`config.mk`:
```
export PLATFORM = sky130hd
export DESIGN_NAME = tgnf_dist_pipe
export DESIGN_NICKNAME = d
export VERILOG_FILES = /design/src/hw/rtl/tgnf_pkg.sv /design/src/hw/rtl/tgnf_dist_pipe.sv
export SDC_FILE = /design/constraint.sdc
export NUM_CORES = 2
export LEC_CHECK = 0
export BUFFER_PORTS_ARGS = -buffer_cell sky130_fd_sc_hd__buf_4
export CAP_MARGIN = 15
export CORE_ASPECT_RATIO = 1.25
export CORE_MARGIN = 2
export CORE_UTILIZATION = 59
export CTS_CLUSTER_SIZE = 24
export DETAILED_ROUTE_END_ITERATION = 7
export PLACE_DENSITY = 0.75
export SLEW_MARGIN = 40
export SYNTH_ARGS = -nofsm -noshare
export SYNTH_HDL_FRONTEND = slang
export SYNTH_SLANG_ARGS = --single-unit
```
`constraint.sdc`:
```
create_clock -name clk -period 7.2 [get_ports clk]
set_clock_uncertainty 0.2 [all_clocks]
set_input_delay 1.44 -clock clk [delete_from_list [all_inputs] [get_ports clk]]
set_output_delay 1.44 -clock clk [all_outputs]
set_load 0.1 [all_outputs]
```
`src/hw/rtl/tgnf_pkg.sv`:
```
// Shared types and constants for the triangle grid nearest free tile block.
// Request/response payloads, register map, pipeline tags and saturation limits.
// No dependencies.
package tgnf_pkg;

	// Request codes
	localparam logic REQ_MARK   = 1'b0;
	localparam logic REQ_SEARCH = 1'b1;

	// Saturation limits for Q32.32 squared distances
	localparam logic [62:0] SAT63  = 63'h7FFF_FFFF_FFFF_FFFF;
	localparam logic [31:0] SQ_MAX = 32'd3037000499;

	// Configuration port
	localparam int CFG_AW = 4;

	typedef enum logic [1:0] {
		REG_EDGE_DIV = 2'd0,
		REG_U_STEP1  = 2'd1,
		REG_U_STEP2  = 2'd2,
		REG_V_STEP2  = 2'd3
	} reg_idx_t;

	typedef struct packed {
		logic [6:0]         edge_divisions;
		logic signed [31:0] u_step_edge1;
		logic signed [31:0] u_step_edge2;
		logic signed [31:0] v_step_edge2;
	} cfg_t;

	// Request and response payloads
	typedef struct packed {
		logic               req_type;
		logic [11:0]        tile_index;
		logic               occupied;
		logic signed [31:0] point_u;
		logic signed [31:0] point_v;
		logic [61:0]        limit_dist2;
	} req_t;

	typedef struct packed {
		logic        found;
		logic [11:0] found_index;
		logic [62:0] result_dist2;
	} rsp_t;

	// Distance pipeline tags
	typedef enum logic [1:0] {
		KIND_NONE = 2'd0,
		KIND_F0   = 2'd1,
		KIND_F1   = 2'd2,
		KIND_TILE = 2'd3
	} kind_t;

	typedef struct packed {
		kind_t kind;
		logic  flip;
	} iss_t;

	typedef struct packed {
		logic        valid;
		logic        occ;
		logic [62:0] d2;
	} dist_t;

endpackage

```
`src/hw/rtl/tgnf_dist_pipe.sv`:
```
// Squared distance pipeline: abs/saturate, 32x32 square, add strip term.
// Also captures the per-strip v terms (f0, f1). Depends on tgnf_pkg.
module tgnf_dist_pipe import tgnf_pkg::*; #(
	parameter int DW = 42,
	parameter int HW = 12
) (
	input  logic                 clk,
	input  logic                 arst_n,
	input  iss_t                 iss,
	input  logic signed [DW-1:0] diff,
	input  logic [HW-1:0]        tile_idx,
	input  logic                 occ,
	output dist_t                res,
	output logic [HW-1:0]        res_idx,
	output logic                 busy
);

	// stage 1: registered difference
	kind_t                kind_s1;
	logic                 flip_s1;
	logic signed [DW-1:0] diff_s1;
	logic [HW-1:0]        idx_s1;
	logic [DW-1:0]        mag_s1;
	logic                 sat_s1;

	// stage 2: magnitude
	kind_t         kind_s2;
	logic          flip_s2;
	logic [HW-1:0] idx_s2;
	logic          occ_s2;
	logic          sat_s2;
	logic [31:0]   mag_s2;
	logic [63:0]   prod_s2;

	// stage 3: square
	kind_t         kind_s3;
	logic          flip_s3;
	logic [HW-1:0] idx_s3;
	logic          occ_s3;
	logic [62:0]   sq_s3;
	logic [62:0]   f_sel_s3;
	logic [63:0]   sum_s3;
	logic [62:0]   dist_s3;

	// strip terms and stage 4 output
	logic [62:0]   f0_q;
	logic [62:0]   f1_q;
	logic          valid_s4;
	logic          occ_s4;
	logic [62:0]   dist_s4;
	logic [HW-1:0] idx_s4;

	// control: tags and valid
	always_ff @(posedge clk or negedge arst_n) begin
		if (!arst_n) begin
			kind_s1  <= KIND_NONE;
			kind_s2  <= KIND_NONE;
			kind_s3  <= KIND_NONE;
			valid_s4 <= 1'b0;
		end else begin
			kind_s1  <= iss.kind;
			kind_s2  <= kind_s1;
			kind_s3  <= kind_s2;
			valid_s4 <= (kind_s3 == KIND_TILE);
		end
	end

	// abs and saturation check
	always_comb begin
		mag_s1 = diff_s1[DW-1] ? DW'(-diff_s1) : DW'(diff_s1);
		sat_s1 = mag_s1 > DW'(SQ_MAX);
	end

	assign prod_s2 = mag_s2 * mag_s2;

	// add strip term with saturation
	always_comb begin
		f_sel_s3 = flip_s3 ? f1_q : f0_q;
		sum_s3   = {1'b0, sq_s3} + {1'b0, f_sel_s3};
		dist_s3  = sum_s3[63] ? SAT63 : sum_s3[62:0];
	end

	// datapath registers
	always_ff @(posedge clk) begin
		flip_s1 <= iss.flip;
		diff_s1 <= diff;
		idx_s1  <= tile_idx;

		flip_s2 <= flip_s1;
		idx_s2  <= idx_s1;
		occ_s2  <= occ;
		sat_s2  <= sat_s1;
		mag_s2  <= mag_s1[31:0];

		flip_s3 <= flip_s2;
		idx_s3  <= idx_s2;
		occ_s3  <= occ_s2;
		sq_s3   <= sat_s2 ? SAT63 : prod_s2[62:0];

		case (kind_s3)
			KIND_F0: f0_q <= sq_s3;
			KIND_F1: f1_q <= sq_s3;
			default: ;
		endcase

		occ_s4  <= occ_s3;
		dist_s4 <= dist_s3;
		idx_s4  <= idx_s3;
	end

	assign res.valid = valid_s4;
	assign res.occ   = occ_s4;
	assign res.d2    = dist_s4;
	assign res_idx   = idx_s4;
	assign busy      = (kind_s1 != KIND_NONE) || (kind_s2 != KIND_NONE) ||
	                   (kind_s3 != KIND_NONE) || valid_s4;

endmodule

```
==> results.sh <==
export IMPL_hp_start="idx_s1[6]$_DFF_P_"
export IMPL_clock_tree_root_cell="clkbuf_16"
export IMPL_wl_per_cell_um=18.4
export IMPL_maxSlewViolCount=0
export IMPL_crit_required_ns=7.44
export IMPL_hold_path_class="reg -> reg"
export IMPL_period_minus_slack_ns=7.58
export IMPL_clkLatencyLatePin_ns=0.58
export IMPL_cp_startpoint="mag_s2[4]$_DFF_P_"
export IMPL_clk_pin_slew_ns=0.06
export IMPL_reg2reg_from="mag_s2[4]$_DFF_P_"
export IMPL_drt_pass1_iterations=7
export IMPL_clock_sinks=388
export IMPL_die_x_um=251
export IMPL_synth_warnings=0
export IMPL_crit_type="reg -> reg"
export IMPL_setup_viol=22
export IMPL_first_global_vias=36391
export IMPL_status="complete, but fails checks"
export IMPL_synthTopCellsByCount="inv_1, fa_1, nand2_1"
export IMPL_worstSetupEndpointType="flip-flop"
export IMPL_drtAntennaViolNets=0
export IMPL_viasPerCell=5.38
export IMPL_die_h_um=312
export IMPL_grt_pass1_wl_mm=183
export IMPL_dieArea_um2=78200
export IMPL_drc_errors=0
export IMPL_relSlewSlack=0.431
export IMPL_synth_ff_type="dfxtp_1"
export IMPL_clock_fmax_mhz=132
export IMPL_synth_cells=4543
export IMPL_crit_fanout=7
export IMPL_drive_gt1_frac=0.219
export IMPL_cts_max_level=2
export IMPL_fin_util=0.713
export IMPL_grt_ovfl_total=0
export IMPL_drt_iter0_markers=1847
export IMPL_seq_area_frac_synth=0.202
export IMPL_antenna_found_initial=1
export IMPL_num_rows=113
export IMPL_place_gp_congestion=0.950
export IMPL_finalWirelength_mm=113
export IMPL_syn_area_per_cell_um2=9.87
export IMPL_synth_area_um2=44800
export IMPL_cts_max_path_buffers=3
export IMPL_hold_violations=0
export IMPL_ys_ff_latch=388
export IMPL_rsz0062_at_grt="yes"
export IMPL_synth_top_cells_by_area="fa_1, dfxtp_1, ha_1"
export IMPL_async_flop_share=0.0180
export IMPL_tritoncts="built"
export IMPL_num_vias=33113
export IMPL_synth_distinct_cells=78
export IMPL_yosysTopAreaCell="fa_1"
export IMPL_timing_final_crit_share=1.05
export IMPL_synth_top_area_frac=0.355
export IMPL_io_pins=138
export IMPL_setup_ws_ns=-0.382
export IMPL_final_net_count=6361
export IMPL_synthToLayoutAreaGrowth_pct=20.3
export IMPL_start_util=0.593
export IMPL_hpwlAfterDp_mm=93.4
export IMPL_grt_max_degree=64
export IMPL_final_fill_count=5497
export IMPL_coreArea_um2=75600
export IMPL_cts_made_buffers=39
export IMPL_maxCapViolCount=0
export IMPL_synth_nets=5753
export IMPL_port_buffers=137
export IMPL_worst_pin_slew_ns=0.851
export IMPL_synth_edff_count=126
export IMPL_post_synth_top_count_cell="inv_1"
export IMPL_violations="negative setup slack"
export IMPL_cp_start_kind="flip-flop"
export IMPL_grt_usage=0.296
export IMPL_critPathArrivalTime_ns=7.82
## per-stage QoR
step / TNS [ns] / hold slack [ns] / instances / worst slack [ns] / instance area (um^2)
finish: -5.41 / 0.125 / 6160 / -0.382 / 53900
global route: -12.31 / 0.131 / 6159 / -0.616 / 53900
CTS: -4.23 / 0.127 / 6147 / -0.345 / 53500
detailed placement: -13.43 / 0.112 / 6041 / -0.704 / 51100
global placement: -10.15 / 0.111 / 6041 / -0.575 / 51100
floorplan: -0.357 / 0.110 / 4543 / -0.141 / 45300
## kinds of logic after synthesis
group / count (synthesis) / share of synthesized area
AOI/OAI and AO/OA: 535 / 0.0780
and+or+nand+nor: 1027 / 0.113
buffers and inverters: 1194 / 0.100
muxes: 69 / 0.0172
adders and majority gates: 1150 / 0.454
DFF: 388 / 0.202
xor gates and xnor gates: 180 / 0.0352
## per-layer routing
layer | track usage | share of wire
met2 | 0.523 | 0.50
met1 | 0.366 | 0.40
met4 | 0.133 | 0.051
met5 | 0 | 0
met3 | 0.0356 | 0.051
## state kept, by name, indices dropped and copies added, names as in the netlist
name,flops
sat_s2,1
diff_s1,42
flip_s1,1
flip_s2,1
idx_s3,12
occ_s3,1
idx_s2,12
flip_s3,1
mag_s2,32
sq_s3,63
kind_s2,2
dist_s4,63
occ_s4,1
res_idx,12
valid_s4,1
f0_q,63
occ_s2,1
kind_s1,2
kind_s3,2
idx_s1,12
f1_q,63
## layout make-up
cell class	count	area, um^2	area share
well taps	977	1220	0.0227
inverters	1026	3860	0.0715
clock inverters	21	251	0.00466
clock buffers	51	1130	0.0210
flip-flops and latches	388	9140	0.169
multi-input cells	2961	32300	0.599
diodes	1	2.50	0.0000464
repair buffers	735	6050	0.112
## what timing repair did
action / CTS / global route
resized for setup: 176 / 91
setup buffers: 36 / 12
endpoints found under the setup margin: 36 / 37
pin swaps: 92 / 75
hold buffers: 0 / 0
## cells in the final DEF (no fill, tap or decap), types with 20 or more instances in the layout
cell type,n
nand4_1,31
nor2_1,101
buf_12,35
inv_2,20
fa_1,764
and2_1,213
inv_1,1004
a21oi_1,126
o21ai_0,79
buf_4,678
clkbuf_16,41
xor2_1,86
nand3_1,31
a21o_1,77
fa_2,31
o21bai_1,36
ha_1,332
dfxtp_1,226
nand2_1,407
edfxtp_1,126
xnor2_1,86
nand2b_1,61
mux2_2,63
ha_4,22
nor3_1,31
a31oi_1,20
a21oi_2,20
## worst max-delay path: stages (launching register included)
cell	delay, ns
dfxtp_4	0.38
buf_12	0.14
buf_12	0.13
and2_1	0.20
ha_4	0.26
a31o_2	0.27
fa_1	0.54
inv_1	0.06
fa_1	0.48
fa_1	0.54
inv_1	0.06
fa_1	0.50
fa_2	0.59
fa_1	0.42
fa_1	0.45
ha_4	0.21
a21oi_4	0.16
o21bai_1	0.08
a221o_1	0.39
a221o_1	0.31
a21oi_2	0.14
a21oi_2	0.09
o221a_2	0.28
a311oi_2	0.27
xor2_1	0.18
nand2b_1	0.07
## path summary, 6_finish.rpt
path	endpoint	slack, ns	cells past startpoint
max	sq_s3[59]$_SDFF_PP1_	-0.38	25
min	idx_s2[6]$_DFF_P_	0.13	0
max reg2reg	sq_s3[59]$_SDFF_PP1_	-0.38	25
min reg2reg	idx_s2[6]$_DFF_P_	0.13	0
max in group asynchronous	kind_s1[1]$_DFF_PN0_	6.23	1
min in group asynchronous	kind_s1[0]$_DFF_PN0_	0.45	1
Power is not shown: default switching activity piles up to over one toggle a cycle in this logic, so the estimate is an artifact.
