--- config.mk ---
export PLATFORM = sky130hd
export DESIGN_NAME = tgnf_cfg_regs
export DESIGN_NICKNAME = d
export VERILOG_FILES = /design/src/hw/rtl/tgnf_pkg.sv /design/src/hw/rtl/tgnf_cfg_regs.sv
export SDC_FILE = /design/constraint.sdc
export NUM_CORES = 1
export LEC_CHECK = 0
export BUFFER_PORTS_ARGS = -buffer_cell sky130_fd_sc_hd__buf_2
export CAP_MARGIN = 10
export CORE_MARGIN = 5
export CORE_UTILIZATION = 40
export CTS_CLUSTER_DIAMETER = 120
export DETAILED_ROUTE_END_ITERATION = 12
export GPL_ROUTABILITY_DRIVEN = 0
export PLACE_DENSITY = 0.72
export SLEW_MARGIN = 20
export SYNTH_ARGS = -nofsm -noshare
export SYNTH_HDL_FRONTEND = slang
export SYNTH_SLANG_ARGS = --single-unit
--- constraint.sdc ---
create_clock -name clk -period 1.3 [get_ports clk]
set_input_delay 0 -clock clk [delete_from_list [all_inputs] [get_ports clk]]
set_output_delay 0 -clock clk [all_outputs]
set_load 0.03 [all_outputs]
--- src/hw/rtl/tgnf_pkg.sv ---
// Shared types and constants for the triangle grid nearest free tile block.
// Request/response payloads, register map, pipeline tags and saturation limits.
// No dependencies.
package tgnf_pkg;

	// Request codes
	localparam logic REQ_MARK   = 1'b0;
	localparam logic REQ_SEARCH = 1'b1;

	// Saturation limits for Q32.32 squared distances
	localparam logic [62:0] SAT63  = 63'h7FFF_FFFF_FFFF_FFFF;
	localparam logic [31:0] SQ_MAX = 32'd3037000499;

	// Configuration port
	localparam int CFG_AW = 4;

	typedef enum logic [1:0] {
		REG_EDGE_DIV = 2'd0,
		REG_U_STEP1  = 2'd1,
		REG_U_STEP2  = 2'd2,
		REG_V_STEP2  = 2'd3
	} reg_idx_t;

	typedef struct packed {
		logic [6:0]         edge_divisions;
		logic signed [31:0] u_step_edge1;
		logic signed [31:0] u_step_edge2;
		logic signed [31:0] v_step_edge2;
	} cfg_t;

	// Request and response payloads
	typedef struct packed {
		logic               req_type;
		logic [11:0]        tile_index;
		logic               occupied;
		logic signed [31:0] point_u;
		logic signed [31:0] point_v;
		logic [61:0]        limit_dist2;
	} req_t;

	typedef struct packed {
		logic        found;
		logic [11:0] found_index;
		logic [62:0] result_dist2;
	} rsp_t;

	// Distance pipeline tags
	typedef enum logic [1:0] {
		KIND_NONE = 2'd0,
		KIND_F0   = 2'd1,
		KIND_F1   = 2'd2,
		KIND_TILE = 2'd3
	} kind_t;

	typedef struct packed {
		kind_t kind;
		logic  flip;
	} iss_t;

	typedef struct packed {
		logic        valid;
		logic        occ;
		logic [62:0] d2;
	} dist_t;

endpackage

--- src/hw/rtl/tgnf_cfg_regs.sv ---
// Configuration register file behind an APB-style port.
// Holds edge count and the three Q16.16 step registers. Depends on tgnf_pkg.
module tgnf_cfg_regs import tgnf_pkg::*; (
	input  logic              clk,
	input  logic              arst_n,
	input  logic              psel,
	input  logic              penable,
	input  logic              pwrite,
	input  logic [CFG_AW-1:0] paddr,
	input  logic [31:0]       pwdata,
	output logic [31:0]       prdata,
	output logic              pready,
	output cfg_t              cfg
);

	cfg_t     cfg_q;
	reg_idx_t idx;
	logic     wr_en;

	assign idx    = reg_idx_t'(paddr[3:2]);
	assign wr_en  = psel & penable & pwrite;
	assign pready = 1'b1;
	assign cfg    = cfg_q;

	// register writes
	always_ff @(posedge clk or negedge arst_n) begin
		if (!arst_n) begin
			cfg_q.edge_divisions <= 7'd1;
			cfg_q.u_step_edge1   <= '0;
			cfg_q.u_step_edge2   <= '0;
			cfg_q.v_step_edge2   <= '0;
		end else if (wr_en) begin
			unique case (idx)
				REG_EDGE_DIV: cfg_q.edge_divisions <= pwdata[6:0];
				REG_U_STEP1:  cfg_q.u_step_edge1   <= pwdata;
				REG_U_STEP2:  cfg_q.u_step_edge2   <= pwdata;
				REG_V_STEP2:  cfg_q.v_step_edge2   <= pwdata;
				default: ;
			endcase
		end
	end

	// read mux
	always_comb begin
		unique case (idx)
			REG_EDGE_DIV: prdata = {25'd0, cfg_q.edge_divisions};
			REG_U_STEP1:  prdata = cfg_q.u_step_edge1;
			REG_U_STEP2:  prdata = cfg_q.u_step_edge2;
			REG_V_STEP2:  prdata = cfg_q.v_step_edge2;
			default:      prdata = '0;
		endcase
	end

endmodule

==> impl_metrics.ini, run 1 <==
[critical_path]
critPathMaxStageDelay_ns = 0.49
worstPathCellList = mux4_2 -> buf_6
crit_fanout = 2
worstSetupPathType = flop to primary output
startpoint_type = flop
worst-path-buf-inv = 1
crit_required_ns = 1.30
rrSetupSlack_ns = 0.27
slowest_stage = mux4_2
r2r_start = cfg[43]$_DFFE_PN0P_
r2r_cells = 3
end_kind = primary output
r2r-end = cfg[43]$_DFFE_PN0P_
cp_data_arrival_time_ns = 1.38
crit_family = multiplexers

[sta]
rsz0062_at_grt = yes
period_needed_ns = 1.38
fmax_ghz = 0.724
setup_ws_ns = -0.0815
fin_crit_sh_pct = 106
hold_violations = 0
drv_slew = 0
fin_skew_ns = 0
finalSetupViolations = 31

[drt]
dr.pass1.iters = 4
routed_wl_microns = 13400
drt-initial-drc-count = 134
routedWlPerCell_microns = 18.5
vias_per_cell = 5.03
vias = 3653
drc_errors = 0
ant_nets = 0

[synth]
syn_area_sq_um = 4730
yosys.area.top_type_share_pct = 54.0
synth_common_cells = dfrtp_1, mux2_2, mux2_4
synthCells = 292
async_flop_share_pct = 100
synth-seq-cells = 103
synth.avg_cell_area_sq_um = 16.2
synth_seq_area_share_pct = 54.5
synth_edf_count = 0
yosysTopAreaCell = dfrtp_1
yosys-top-cells-area = dfrtp_1, mux2_2, mux2_4
yosysMostFrequentCell = dfrtp_1
ys.flop_type = dfrtp_1
synth_cell_types = 18
yosys_warnings = 0
syn_nets = 333

[clock_tree]
clk_latency_ns = 0.33
cts_buffer_depth = 2
clock-sinks = 103
cts_buffers = 9
h-tree-depth = 3
clk_pin_slew_worst_paths_ns = 0.07
clockRootBuffer = clkbuf_16
cts_tree = yes

[layout]
fillCellCount = 847
largest_reg_flops = 103
syn_to_final_growth_pct = 55.5
finalNetCount = 618
drive_gt1_share_pct = 71.5
layoutNonFillerInstCount = 726
multiInputGateArea_sq_um = 2060
seq_area_sq_um = 2580
stdcell_area_sq_um = 7350

[pwr]
power_density_nw_per_um2 = 1820
p_total_w = 0.0134
p_leak_nw = 3.73
vdd_ir_drop_max_mv = 0.990

[floorplanning]
initial_core_util_pct = 41.1
dieArea_sq_um = 14100
io_pins = 177
core-area_sq_um = 11500
num_rows = 39
die_w_microns = 119
die_h_microns = 119

[grt]
grt_overflow = 0
antenna_found_initial = 1
grt_usage_pct = 19.0
grt_pass1_wl_microns = 21700
grt_pass1_vias = 4082
grt_max_degree = 53

[placement]
place_hpwl_microns = 8520
dp_cells = 602
placed_area_sq_um = 5900
place.port_buffers = 173
pre_cts_ws_ns = 0.0550

[worst_hold_path]
hold_path.class = input pin to asynchronous set/reset pin

[status]
outcome = complete, but fails checks
violations = negative setup slack

[job]
cap_viol_max_count = 0
-- cell families (layout without fill, tap and decap cells) --
kind of cell / Yosys count / in the layout / synth area share [%]
compound gates: 25 / 25 / 4.63
buf+inv: 22 / 312 / 3.01
other cells: 1 / 2 / 0.0793
simple gates: 6 / 6 / 1.59
flops: 103 / 103 / 54.5
mux: 135 / 135 / 36.2
-- through the flow --
step | hold slack, ns | utilization, % | TNS [ns]
floorplan | -0.296 | - | 0
global placement | 0.0207 | 51.2 | 0
detailed placement | 0.0259 | 51.2 | 0
CTS | 0.208 | 62.6 | -1.12
global route | 0.234 | 63.9 | -2.24
finish | 0.204 | 63.9 | -0.960
-- area by class of cell --
type | instances | area share (%)
Multi-Input combinational cell | 167 | 28.0
Tap cell | 143 | 2.43
Sequential cell | 103 | 35.1
Antenna cell | 1 | 0.0340
Clock inverter | 5 | 1.11
Clock buffer | 11 | 3.30
Timing Repair Buffer | 296 | 30.1
-- cells in the final DEF (no fill, tap or decap), drive strengths merged --
cell type and count:
dfrtp 102, bufinv 2, nand3 1, diode 1
clkinv 2, and3 1, buf 263, mux2 128
nor2b 1, nor3b 1, mux4 7, dfstp 1
clkinvlp 1, dlygate4sd3 33, clkbuf 11, and3b 1
nand3b 1, a22o 25, conb 1
-- power by group --
part / switching, W / leakage (nW) / internal (W)
Sequential: 0.000505 / 1.26 / 0.00396
Clock: 0.00118 / 0.156 / 0.00174
Combinational: 0.00327 / 2.31 / 0.00276
-- timing repair --
item / CTS / global route
pin swaps: 1 / 0
hold buffers: 33 / 0
setup buffers: 58 / 16
endpoints found under the hold margin: 206 / 0
endpoints found under the setup margin: 32 / 32
gates resized for setup: 69 / 7
-- routing by layer --
layer	share of wire [%]	global-route usage [%]	vias to the layer above
met4	1.7	6.52	0
met2	53	34.3	110
met3	4.3	3.25	15
met1	41	22.9	1868
met5	0	0	-
li1	-	-	1660
-- worst max-delay path by stage --
stage	slack [ns]	depth (start not counted)	end	from
final	-0.08	2	prdata[3]	cfg[3]$_DFFE_PN0P_
after global routing	-0.12	2	prdata[3]	cfg[3]$_DFFE_PN0P_
after CTS	-0.09	2	prdata[5]	cfg[5]$_DFFE_PN0P_
after detailed placement	0.05	5	cfg[47]$_DFFE_PN0P_	pwrite
after global placement	0.08	5	cfg[47]$_DFFE_PN0P_	pwrite
after floorplan	0.19	2	prdata[27]	cfg[59]$_DFFE_PN0P_
-- worst register-to-register path, delay by kind of cell, from the launching register on --
family	cells	cell delay [ns]
muxes	1	0.25
DFF	1	0.40
buffers and inverters	2	0.27
No activity file was read; power rests on OpenSTA's default activity.
==> run 2, diff against run 1 <==
--- a/constraint.sdc
+++ b/constraint.sdc
@@ -3,2 +3,2 @@
 set_output_delay 0 -clock clk [all_outputs]
-set_load 0.03 [all_outputs]
+set_load 0.1 [all_outputs]
==> impl_metrics.ini, run 2 (synthesis results as in run 1) <==
[drt]
routed_wl_microns = 13600
drc_errors = 0
vias = 3573
dr.pass1.iters = 4
ant_nets = 0
vias_per_cell = 5.08
drt-initial-drc-count = 177
routedWlPerCell_microns = 19.4

[grt]
grt_pass1_vias = 3987
grt_pass1_wl_microns = 21900
grtUsageMet2_pct = 33.4
grtUsageMet3_pct = 5.01
grt_busiest_layer = met2
grt_overflow = 0
use_met1_pct = 24.2
antenna_found_initial = 0
grt_max_degree = 34
grt_usage_pct = 19.2

[sta]
setup_tns_ns = -3.88
fmax_ghz = 0.666
finalSetupViolations = 32
setup_ws_ns = -0.201
drv_slew = 0
fin_crit_sh_pct = 115
fin_skew_ns = 0
rsz0062_at_grt = yes
hold_violations = 0
period_needed_ns = 1.50

[layout]
largest_reg_flops = 103
layout_common_cells = buf_2, dfrtp_2, mux2_2
diodes = 0
drive_gt1_share_pct = 92.7
seq_area_sq_um = 2740
syn_to_final_growth_pct = 64.9
postLayoutCoreUtil_pct = 67.8
final_common_cell = buf_2
multiInputGateArea_sq_um = 2290
finalNetCount = 597
stdcell_area_sq_um = 7800
fillCellCount = 820

[critical_path]
rrSetupSlack_ns = 0.24
crit_fanout = 3
r2r_start = cfg[51]$_DFFE_PN0P_
cp_data_arrival_time_ns = 1.50
crit_required_ns = 1.30
startpoint_type = flop
r2r_cells = 3
end_kind = primary output
r2r-end = cfg[51]$_DFFE_PN0P_
worstSetupPathType = flop to primary output

[clock_tree]
clk_pin_slew_worst_paths_ns = 0.07
clk_latency_ns = 0.33
cts_buffers = 9
clockRootBuffer = clkbuf_16
clock-sinks = 103
cts_buffer_depth = 2
cts_tree = yes
h-tree-depth = 3

[placement]
placed_area_sq_um = 6730
place_hpwl_microns = 9130
place.port_buffers = 173

[floorplanning]
die_w_microns = 119
initial_core_util_pct = 41.1
num_rows = 39
dieArea_sq_um = 14100
io_pins = 177
die_h_microns = 119
core-area_sq_um = 11500

[pwr]
power_density_nw_per_um2 = 2410
p_total_w = 0.0188
p_leak_nw = 3.68
vdd_ir_drop_max_mv = 1.60

[status]
outcome = complete, but fails checks
violations = negative setup slack

[job]
cap_viol_max_count = 0

[worst_hold_path]
hold_path.class = input pin to asynchronous set/reset pin
-- run 2: changes by cell type in the layout (fill, tap and decap cells not counted), sizes merged --
cell	previous run	this run
diode	1	0
bufinv	2	0
buf	263	239
clkbuf	11	15
clkinvlp	1	2
-- run 2: area by class of cell --
type                       count  share of cell area [%]
clock buffer                  12                    3.03
sequential                   103                    35.1
multi-input combinational    167                    29.3
clock inverter                 4                   0.417
timing repair buffer         275                    29.8
tap                          143                    2.29
-- run 2: routing by layer --
layer  wire length (microns)  vias to the layer above  part of all wire, %
met3                     830                       14                  6.1
met5                       0                        -                    0
li1                        -                     1618                    -
met4                     119                        0                 0.87
met2                    7000                      126                   51
met1                    5680                     1815                   42
-- run 2: critical path, cell delays in order, from the launching register on --
cell and delay, ns:
dfrtp_4 0.48, mux4_2 0.48, buf_6 0.20
-- run 2: how the worst max path moves through the flow --
stage / start / endpoint / slack [ns] / cells after the start
floorplan: cfg[96]$_DFFE_PN1P_ / prdata[0] / -0.10 / 1
global placement: paddr[2] / prdata[6] / 0.02 / 4
detailed placement: paddr[2] / prdata[6] / 0.03 / 4
CTS: cfg[38]$_DFFE_PN0P_ / prdata[6] / -0.21 / 2
global route: cfg[6]$_DFFE_PN0P_ / prdata[6] / -0.24 / 2
finish: cfg[38]$_DFFE_PN0P_ / prdata[6] / -0.20 / 2
-- run 2: report_power, final --
part | internal [W] | switching [W] | leakage, nW
Clock | 0.00131 | 0.00114 | 0.123
Sequential | 0.00414 | 0.000573 | 1.14
Combinational | 0.00308 | 0.00858 | 2.42
-- run 2: timing repair --
action,in CTS,in global routing
pin swaps,1,0
gates resized for setup,25,11
setup buffers,42,6
hold buffers,33,0
endpoints found under the hold margin,171,0
setup endpoints to repair,32,32
-- run 2: stage by stage --
stage / cells / hold slack [ns] / worst slack, ns
2_1_floorplan: 292 / -0.296 / -0.104
3_3_place_gp: 607 / -0.0223 / 0.0235
3_5_place_dp: 607 / -0.0136 / 0.0277
4_1_cts: 698 / 0.172 / -0.213
5_1_grt: 704 / 0.200 / -0.235
6_report: 704 / 0.176 / -0.201
==> run 3, diff against run 2 <==
CAP_MARGIN = 20   (was 10)
clock period = 1.45 ns   (was 1.3 ns; I/O delays follow)
==> impl_metrics.ini, run 3 (synthesis results as in run 1) <==
[status]
outcome = complete, but fails checks
violations = negative setup slack

[layout]
seq_area_sq_um = 2710
multiInputGateArea_sq_um = 2180
layout_common_cells = buf_2, dfrtp_2, mux2_2
largest_reg_flops = 103
diodes = 0
drive_gt1_share_pct = 92.1
layoutNonFillerInstCount = 664
finalNetCount = 558
postLayoutCoreUtil_pct = 63.6
fillCellCount = 806
syn_to_final_growth_pct = 54.8
stdcell_area_sq_um = 7320
final_common_cell = buf_2

[critical_path]
startpoint_type = flop
crit_path_end = prdata[0]
worstSetupPathType = flop to primary output
slowest_stage = mux4_2
cp_data_arrival_time_ns = 1.47
end_kind = primary output
r2r-end = cfg[59]$_DFFE_PN0P_
crit_fanout = 3
critPathMaxStageDelay_ns = 0.48
r2r_start = cfg[59]$_DFFE_PN0P_
r2r_cells = 2
startpoint = cfg[96]$_DFFE_PN1P_
rrSetupSlack_ns = 0.52
worstPathCellList = mux4_2 -> buf_12
crit_required_ns = 1.45

[floorplanning]
core-area_sq_um = 11500
die_w_microns = 119
num_rows = 39
initial_core_util_pct = 41.1
dieArea_sq_um = 14100
io_pins = 177
die_h_microns = 119

[clock_tree]
cts_buffer_depth = 2
cts_tree = yes
cts_buffers = 9
h-tree-depth = 3
clockRootBuffer = clkbuf_16
clock-sinks = 103
clk_pin_slew_worst_paths_ns = 0.07
clk_latency_ns = 0.33

[drt]
drc_errors = 0
dr.pass1.iters = 4
drt-initial-drc-count = 107
routed_wl_microns = 13400
vias_per_cell = 5.15
vias = 3420
ant_nets = 0
routedWlPerCell_microns = 20.2

[sta]
setup_ws_ns = -0.0153
finalSetupViolations = 1
fin_crit_sh_pct = 101
drv_slew = 0
worst_pin_slew_ns = 0.519
fmax_ghz = 0.682
rsz0062_at_grt = yes
hold_violations = 0
fin_skew_ns = 0
period_needed_ns = 1.47
relSlewSlack_pct = 65.6

[placement]
place_hpwl_microns = 9280
dp_cells = 604
placed_area_sq_um = 6430
place.port_buffers = 173
pre_cts_ws_ns = 0.139

[pwr]
power_density_nw_per_um2 = 2270
vdd_ir_drop_max_mv = 1.49
p_leak_nw = 3.41

[grt]
grt_pass1_wl_microns = 21100
grt_overflow = 0
grt_pass1_vias = 3834
grt_usage_pct = 18.6
antenna_found_initial = 0
grt_max_degree = 56

[worst_hold_path]
hold_path.class = input pin to asynchronous set/reset pin

[job]
cap_viol_max_count = 0
-- run 3: worst max-delay path: cells and delay by family (launching register included) --
family	cells	cell delay (ns)
mux	1	0.48
flops	1	0.47
buf+inv	1	0.19
-- run 3: worst min path at each step --
stage | cells after the start | end | slack, ns
detailed placement | 1 | cfg[37]$_DFFE_PN0P_ | -0.07
finish | 2 | cfg[37]$_DFFE_PN0P_ | 0.14
CTS | 2 | cfg[37]$_DFFE_PN0P_ | 0.13
global route | 2 | cfg[37]$_DFFE_PN0P_ | 0.17
global placement | 1 | cfg[37]$_DFFE_PN0P_ | -0.08
floorplan | 0 | cfg[0]$_DFFE_PN0P_ | -0.30
-- run 3: layout make-up --
type	instances	area share (%)
multi-input cells	167	29.8
clock buffers	11	3.18
clock inverters	4	0.991
repair buffers	236	26.6
well taps	143	2.44
flip-flops and latches	103	37.0
-- run 3: power breakdown --
group          switching [W]  leakage [nW]  internal [W]
combinational        0.00752          2.12       0.00235
clock                0.00101         0.146       0.00150
sequential          0.000564          1.14       0.00368
total                0.00909          3.41       0.00753
-- run 3: repair_timing --
item | CTS | global route
hold buffers | 33 | 0
pin swaps | 1 | 1
resized for setup | 14 | 19
setup buffers | 1 | 11
hold endpoints to repair | 205 | 0
setup endpoints to repair | 8 | 23
-- run 3: stage by stage --
| step | power [W] | TNS (ns) | hold slack, ns |
|---|---|---|---|
| floorplan | 0.0118 | -0.0708 | -0.296 |
| global placement | 0.0136 | 0 | -0.0772 |
| detailed placement | 0.0138 | 0 | -0.0698 |
| CTS | 0.0165 | -0.0407 | 0.134 |
| global route | 0.0171 | -0.206 | 0.174 |
| finish | 0.0166 | -0.0153 | 0.137 |
-- run 3: routing by layer --
| layer | global-route usage [%] | vias up | share of wire (%) | routed length [microns] |
|---|---|---|---|---|
| li1 | - | 1527 | - | - |
| met1 | 22.9 | 1774 | 41 | 5540 |
| met2 | 32.7 | 110 | 53 | 7070 |
| met3 | 4.25 | 9 | 5.0 | 673 |
| met4 | 5.36 | 0 | 0.83 | 111 |
| met5 | 0 | - | 0 | 0 |
